<file path="config.mk">
export PLATFORM = sky130hd
export DESIGN_NAME = ipv4_range_to_cidr_blocks_core_flat
export DESIGN_NICKNAME = d
export VERILOG_FILES = /design/src/rtl/core/ircb_pkg.sv /design/src/rtl/core/ircb_if.sv /design/src/rtl/core/ircb_dp.sv /design/src/rtl/core/ircb_ctrl.sv /design/src/rtl/core/ipv4_range_to_cidr_blocks_core.sv /design/src/flat_wrapper.sv
export SDC_FILE = /design/constraint.sdc
export NUM_CORES = 1
export LEC_CHECK = 0
export BUFFER_PORTS_ARGS = -buffer_cell sky130_fd_sc_hd__buf_2
export CAP_MARGIN = 20
export CORE_UTILIZATION = 30
export DETAILED_ROUTE_END_ITERATION = 8
export GPL_TIMING_DRIVEN = 0
export PLACE_DENSITY_LB_ADDON = 0.15
export SYNTH_ARGS = -nofsm -noshare
export SYNTH_HDL_FRONTEND = slang
export SYNTH_SLANG_ARGS = --single-unit
</file>
<file path="constraint.sdc">
create_clock -name clock -period 16.58 [get_ports clock]
set_clock_uncertainty 0.1 [all_clocks]
set_input_delay 0.829 -clock clock [delete_from_list [all_inputs] [get_ports clock]]
set_output_delay 0.829 -clock clock [all_outputs]
set_load 0.02 [all_outputs]
</file>
<file path="src/rtl/core/ircb_pkg.sv">
package ircb_pkg;

   localparam int AddrW     = 32;
   localparam int PrefixW   = 6;
   localparam int Log2W     = 5;
   localparam int CountW    = 6;
   localparam int MaxBlocks = 62;

   // controller to datapath
   typedef struct packed {
      logic load;   // capture a new range
      logic step;   // emit one block into the output register, advance
   } ircb_cmd_type;

   // datapath to controller
   typedef struct packed {
      logic empty;  // incoming range covers no address
      logic last;   // block computed this cycle closes the run
   } ircb_sts_type;

   // bit position of a one-hot word
   function automatic logic [Log2W-1:0] onehot_log2(input logic [AddrW-1:0] v);
      logic [Log2W-1:0] k;
      k = '0;
      for (int i = 0; i < AddrW; i++) begin
         if (v[i]) begin
            k = k | Log2W'(i);
         end
      end
      return k;
   endfunction

endpackage

</file>
<file path="src/rtl/core/ircb_if.sv">
interface ircb_req_if;
   logic                        valid;
   logic                        ready;
   logic [ircb_pkg::AddrW-1:0]  range_start;
   logic [ircb_pkg::AddrW-1:0]  range_end;

   modport source (output valid, range_start, range_end, input ready);
   modport sink   (input valid, range_start, range_end, output ready);
endinterface

interface ircb_rsp_if;
   logic                          valid;
   logic                          ready;
   logic [ircb_pkg::AddrW-1:0]    block_base;
   logic [ircb_pkg::AddrW-1:0]    block_mask;
   logic [ircb_pkg::PrefixW-1:0]  prefix_length;
   logic                          last_block;

   modport source (output valid, block_base, block_mask, prefix_length, last_block,
                   input ready);
   modport sink   (input valid, block_base, block_mask, prefix_length, last_block,
                   output ready);
endinterface

</file>
<file path="src/rtl/core/ircb_dp.sv">
module ircb_dp (
   input  logic                          clock,
   input  logic                          reset,
   input  ircb_pkg::ircb_cmd_type        cmd,
   output ircb_pkg::ircb_sts_type        sts,
   input  logic [ircb_pkg::AddrW-1:0]    range_start,
   input  logic [ircb_pkg::AddrW-1:0]    range_end,
   output logic [ircb_pkg::AddrW-1:0]    block_base,
   output logic [ircb_pkg::AddrW-1:0]    block_mask,
   output logic [ircb_pkg::PrefixW-1:0]  prefix_length,
   output logic                          last_block
);

   logic [ircb_pkg::AddrW-1:0]   lo_ff, lo_in;
   logic [ircb_pkg::AddrW-1:0]   remain_ff, remain_in;
   logic [ircb_pkg::CountW-1:0]  cnt_ff, cnt_in;

   logic [ircb_pkg::AddrW-1:0]   base_ff, mask_ff;
   logic [ircb_pkg::PrefixW-1:0] prefix_ff;
   logic                         last_ff;

   logic [ircb_pkg::AddrW-1:0]   start_adj;
   logic [ircb_pkg::AddrW-1:0]   low_bit, smear, top_bit, size;
   logic                         use_low, done;
   logic [ircb_pkg::Log2W-1:0]   size_log2;

   function automatic logic [ircb_pkg::AddrW-1:0] ipv4_one_val();
      logic [ircb_pkg::AddrW-1:0] v;
      v    = '0;
      v[0] = 1'b1;
      return v;
   endfunction
   function automatic logic [ircb_pkg::AddrW-1:0] ipv4_one();
      return ipv4_one_val();
   endfunction

   // address zero is never covered
   assign start_adj = (range_start == '0) ? ipv4_one() : range_start;
   assign sts.empty = range_end < start_adj;

   // alignment of the current base
   assign low_bit = lo_ff & (~lo_ff + ipv4_one());

   // largest power of two not above the remaining count
   always_comb begin
      smear = remain_ff;
      smear = smear | (smear >> 1);
      smear = smear | (smear >> 2);
      smear = smear | (smear >> 4);
      smear = smear | (smear >> 8);
      smear = smear | (smear >> 16);
   end
   assign top_bit = smear ^ (smear >> 1);

   assign use_low   = |(low_bit & smear);
   assign size      = use_low ? low_bit : top_bit;
   assign size_log2 = ircb_pkg::onehot_log2(size);
   assign done      = (size == remain_ff);
   assign sts.last  = done || (cnt_ff == ircb_pkg::CountW'(ircb_pkg::MaxBlocks - 1));

   always_comb begin
      lo_in     = lo_ff;
      remain_in = remain_ff;
      cnt_in    = cnt_ff;
      if (cmd.load) begin
         lo_in     = start_adj;
         remain_in = range_end - start_adj + ipv4_one();
         cnt_in    = '0;
      end else if (cmd.step) begin
         lo_in     = lo_ff + size;
         remain_in = remain_ff - size;
         cnt_in    = cnt_ff + ircb_pkg::CountW'(1);
      end
   end

   always_ff @(posedge clock) begin
      if (reset) begin
         cnt_ff <= '0;
      end else begin
         cnt_ff <= cnt_in;
      end
      lo_ff     <= lo_in;
      remain_ff <= remain_in;
      if (cmd.step) begin
         base_ff   <= lo_ff;
         mask_ff   <= ~(size - ipv4_one());
         prefix_ff <= ircb_pkg::PrefixW'(ircb_pkg::AddrW) - {1'b0, size_log2};
         last_ff   <= sts.last;
      end
   end

   assign block_base    = base_ff;
   assign block_mask    = mask_ff;
   assign prefix_length = prefix_ff;
   assign last_block    = last_ff;

endmodule

</file>
<file path="src/rtl/core/ircb_ctrl.sv">
module ircb_ctrl (
   input  logic                    clock,
   input  logic                    reset,
   input  logic                    req_valid,
   output logic                    req_ready,
   output logic                    rsp_valid,
   input  logic                    rsp_ready,
   output ircb_pkg::ircb_cmd_type  cmd,
   input  ircb_pkg::ircb_sts_type  sts
);

   typedef enum logic [0:0] {
      ST_IDLE,
      ST_RUN
   } state_type;

   state_type state_ff, state_in;
   logic      rsp_valid_ff, rsp_valid_in;

   assign req_ready = (state_ff == ST_IDLE);
   assign cmd.load  = req_valid && req_ready;
   // advance when the output register is free or drains this cycle
   assign cmd.step  = (state_ff == ST_RUN) && (!rsp_valid_ff || rsp_ready);

   always_comb begin
      state_in = state_ff;
      case (state_ff)
         ST_IDLE: begin
            if (cmd.load && !sts.empty) begin
               state_in = ST_RUN;
            end
         end
         ST_RUN: begin
            if (cmd.step && sts.last) begin
               state_in = ST_IDLE;
            end
         end
         default: state_in = ST_IDLE;
      endcase
      rsp_valid_in = cmd.step || (rsp_valid_ff && !rsp_ready);
   end

   always_ff @(posedge clock) begin
      if (reset) begin
         state_ff     <= ST_IDLE;
         rsp_valid_ff <= 1'b0;
      end else begin
         state_ff     <= state_in;
         rsp_valid_ff <= rsp_valid_in;
      end
   end

   assign rsp_valid = rsp_valid_ff;

endmodule

</file>
<file path="src/rtl/core/ipv4_range_to_cidr_blocks_core.sv">
// Channel   Dir  Payload                                             Transfer
// req_ch    in   range_start[31:0], range_end[31:0]                  valid & ready
// rsp_ch    out  block_base[31:0], block_mask[31:0],                 valid & ready
//                prefix_length[5:0], last_block
//
// A range is accepted while idle; then the single-step block loop over the base
// and remaining-count registers in the datapath emits one block per cycle while
// rsp_ch drains, at most 62 blocks per range.
// A range that covers no address is accepted and yields no block.
// A stalled rsp_ch holds the output register and freezes the loop.
// Reset is synchronous, active high; it idles the controller.
module ipv4_range_to_cidr_blocks_core (
   input  logic        clock,
   input  logic        reset,
   ircb_req_if.sink    req_ch,
   ircb_rsp_if.source  rsp_ch
);

   ircb_pkg::ircb_cmd_type cmd;
   ircb_pkg::ircb_sts_type sts;

   // sequence accept, block steps and the output handshake
   ircb_ctrl u_ctrl (
      .clock     (clock),
      .reset     (reset),
      .req_valid (req_ch.valid),
      .req_ready (req_ch.ready),
      .rsp_valid (rsp_ch.valid),
      .rsp_ready (rsp_ch.ready),
      .cmd       (cmd),
      .sts       (sts)
   );

   // hold the current base and remaining count, size one block per step
   ircb_dp u_dp (
      .clock         (clock),
      .reset         (reset),
      .cmd           (cmd),
      .sts           (sts),
      .range_start   (req_ch.range_start),
      .range_end     (req_ch.range_end),
      .block_base    (rsp_ch.block_base),
      .block_mask    (rsp_ch.block_mask),
      .prefix_length (rsp_ch.prefix_length),
      .last_block    (rsp_ch.last_block)
   );

endmodule

</file>
<file path="src/flat_wrapper.sv">
// flat-port wrapper written by rule: the top's interface ports become plain ports
module ipv4_range_to_cidr_blocks_core_flat 
  (clock, reset, req_ch_valid, req_ch_range_start, req_ch_range_end, req_ch_ready, rsp_ch_valid, rsp_ch_block_base, rsp_ch_block_mask, rsp_ch_prefix_length, rsp_ch_last_block, rsp_ch_ready);
  ircb_req_if req_ch_i ();
  ircb_rsp_if rsp_ch_i ();
  input  logic clock;
  input  logic reset;
  input wire logic [$bits(req_ch_i.valid)-1:0] req_ch_valid;
  input wire logic [$bits(req_ch_i.range_start)-1:0] req_ch_range_start;
  input wire logic [$bits(req_ch_i.range_end)-1:0] req_ch_range_end;
  output wire logic [$bits(req_ch_i.ready)-1:0] req_ch_ready;
  output wire logic [$bits(rsp_ch_i.valid)-1:0] rsp_ch_valid;
  output wire logic [$bits(rsp_ch_i.block_base)-1:0] rsp_ch_block_base;
  output wire logic [$bits(rsp_ch_i.block_mask)-1:0] rsp_ch_block_mask;
  output wire logic [$bits(rsp_ch_i.prefix_length)-1:0] rsp_ch_prefix_length;
  output wire logic [$bits(rsp_ch_i.last_block)-1:0] rsp_ch_last_block;
  input wire logic [$bits(rsp_ch_i.ready)-1:0] rsp_ch_ready;
  assign req_ch_i.valid = req_ch_valid;
  assign req_ch_i.range_start = req_ch_range_start;
  assign req_ch_i.range_end = req_ch_range_end;
  assign req_ch_ready = req_ch_i.ready;
  assign rsp_ch_valid = rsp_ch_i.valid;
  assign rsp_ch_block_base = rsp_ch_i.block_base;
  assign rsp_ch_block_mask = rsp_ch_i.block_mask;
  assign rsp_ch_prefix_length = rsp_ch_i.prefix_length;
  assign rsp_ch_last_block = rsp_ch_i.last_block;
  assign rsp_ch_i.ready = rsp_ch_ready;
  ipv4_range_to_cidr_blocks_core u_core (.clock(clock), .reset(reset), .req_ch(req_ch_i), .rsp_ch(rsp_ch_i));
endmodule
</file>
==> out/qor.txt <==
final worst-path setup slack = 8260 ps
Final nets = 1896
CTS Buffer Depth = 2
Critical Path AT = 8380 ps
RSZ-0062 raised after global routing = false
die area = 44800 um^2
logic gate share of total power = 43.8%
routed wire length per instance = 20.1 um
Area Overhead vs Synth = 15.6%
Slew headroom = 32.7%
RePlAce Congestion = 0.939
YS warnings = 0
FF+latch count, synth = 143
Antenna Violating Nets Remaining = 0
crit end category = flop
post-synthesis cell area = 13200 um^2
largest net degree at the start of global routing = 67
Final setup viols = 0
WHS Path Cells = 2
sw frac = 41.4%
Multi-input gate area = 8250 um^2
layout cells sized above 1 = 13.0%
Seq/Total Area, Yosys = 31.9%
Leak = 6.27 nW
Post-CTS Setup Bufs = 0
PortBufs = 140
vias in the first global route = 11700
grt ovf = 0
largest cells by area after synthesis = edfxtp_1 (31%), ha_1 (12%), a21oi_1 (4.4%), xnor2_1 (4.3%), inv_1 (4.2%)
measured slew at the worst slew-check pin = 1000 ps
Mapped Nets = 1734
Clock transition at path regs = 70 ps
worst-path maximum fanout = 10
Synth Flop Type = edfxtp_1
Resize count post-CTS = 0
first-pass GRT wire length = 69200 um
cell with the most instances after synthesis = inv_1
clock sinks = 143
HPWL Detailed = 38100 um
DRT iter0 DRCs = 734
gr usage total = 20.7%
Max Clock Freq = 0.120 GHz
drt pass-1 iters = 5
CTS H-tree depth = 4
Place WS = 8340 ps
clock network power share = 21.9%
Tcrit/Tclk final = 50.2%
row count = 76
Die X-Extent = 212 um
Initial Util = 30.5%
Final Hold Vio Count = 0
Synth async-reset ratio = 0%
CP Launch Type = flop
hold_ws = 395 ps
Synth cell types = 87
cts bufs inserted = 17
area share of the largest cell type after synthesis = 30.7%
crit path time final = 8320 ps
Mapped Avg Cell Area = 8.69 um^2
Internal Pwr Total = 0.992 mW
max cap viols = 0
Fillers = 4587
setup TNS = 0 ps
antenna violations before repair = 0
via count = 11900
Skew-Pair Late Insertion Delay = 450 ps
FF/Latch Area = 4210 um^2
VDD IR max = 0.0000695 V
CP required = 16640 ps
CORE AREA = 43300 um^2
Mapped Cells = 1519
Diodes inserted = 0
outcome = completed
routed wire length = 45900 um
Slew Limit Fails = 0
post-synth top area cell = edfxtp_1
clk root buf = clkbuf_16
R2R depth = 26
routed vias/inst = 5.21
power per standard cell area = 111 nW/um^2
die height = 212 um
Post-CTS Hold Buffers = 0
Worst Path Class, Setup = reg2reg
sw power = 0.701 mW
Ports = 141
sequential share of power = 34.3%
DR DRC count = 0
worst min-delay path category = reg2reg
Post-synth EDFFs = 135
CTS tree = built
synth cell count leaders = inv_1 (146), nor2_1 (142), edfxtp_1 (135), nand2_1 (135), ha_1 (129)
[registers in the layout, indices dropped and copies added, names as in the netlist]
register                   count
u_core.u_dp.last_block         1
u_core.u_dp.prefix_length      6
u_core.u_ctrl.rsp_valid        1
u_core.u_dp.block_base        32
u_core.u_dp.block_mask        32
u_core.u_dp.remain_ff         32
u_core.u_ctrl.state_ff         1
u_core.u_dp.cnt_ff             6
u_core.u_dp.lo_ff             32
[path summary, 6_finish.rpt]
kind                        startpoint  slack [ps]                 endpoint
max          u_core.u_dp.remain_ff[30]        8260    u_core.u_dp.lo_ff[30]
min            u_core.u_ctrl.rsp_valid         390  u_core.u_ctrl.rsp_valid
max reg2reg  u_core.u_dp.remain_ff[30]        8260    u_core.u_dp.lo_ff[30]
min reg2reg    u_core.u_ctrl.rsp_valid         390  u_core.u_ctrl.rsp_valid
[layout by cell type (no fill, tap or decap), types with 35 or more instances in the layout]
cell type / netlist / layout
a21oi_1: 116 / 116
ha_1: 129 / 129
nand2_1: 135 / 135
xor2_1: 35 / 35
o21ai_0: 91 / 91
edfxtp_1: 135 / 135
buf_2: 7 / 147
clkbuf_1: 37 / 39
nor2_1: 142 / 142
xnor2_1: 65 / 65
inv_1: 146 / 146
[stage by stage]
step                cells  power (mW)  utilization [%]  area [um^2]
floorplan            1519        1.09                -        13200
global placement     2244        1.32             33.8        14600
detailed placement   2246        1.32             34.0        14700
CTS                  2278        1.70             35.2        15200
global route         2279        1.80             35.3        15300
finish               2279        1.69             35.3        15300
[metal layers]
metal	share of wire (%)	vias to the layer above	track usage, %
li1	-	5864	-
met1	49	5593	29.7
met2	43	354	31.2
met3	4.9	61	2.67
met4	3.3	0	8.05
met5	0	-	0
[kinds of logic (layout without fill, tap and decap cells)]
group / Yosys count / count (layout) / share of synthesized area [%]
compound gates: 417 / 417 / 20.5
buf+inv: 193 / 368 / 5.61
flops: 143 / 143 / 31.9
xor+xnor: 100 / 100 / 6.64
simple gates: 517 / 517 / 20.2
mux: 2 / 2 / 0.152
fa+ha+maj: 147 / 147 / 15.0
[area by class of cell]
cell class,count,share of cell area [%]
Multi-Input combinational cell,1183,54.1
Sequential cell,143,27.6
Timing Repair Buffer,143,4.98
Tap cell,585,4.80
Inverter,147,3.62
Clock buffer,23,3.28
Buffer,46,1.26
Clock inverter,9,0.385
[power by group through the flow]
stage                     Combinational, mW  Sequential, mW  Clock, mW
after CTS                             0.737           0.579      0.380
after global routing                  0.824           0.589      0.391
after floorplan                       0.520           0.566          0
final                                 0.741           0.581      0.371
after global placement                0.728           0.591          0
after detailed placement              0.731           0.587          0
[worst max-delay path: stages (launching register included)]
cell      delay [ps]
edfxtp_1         560
nor4_4           530
nand4_1          260
clkbuf_1         330
o31ai_1          320
a21boi_1         170
nor4_2           430
nand4_1          320
nor2_1           450
buf_2            350
buf_2            340
a21o_1           190
and2_1           270
ha_1             240
inv_1             70
fa_1             420
nor2b_1          160
o31ai_1          150
a221oi_1         500
o21ai_0          270
a31o_2           280
o21ai_0          490
a221o_1          280
or4_1            120
a31oi_1           90
xor2_1           180
o21ai_0          120
(Power assumes the default switching activity.)
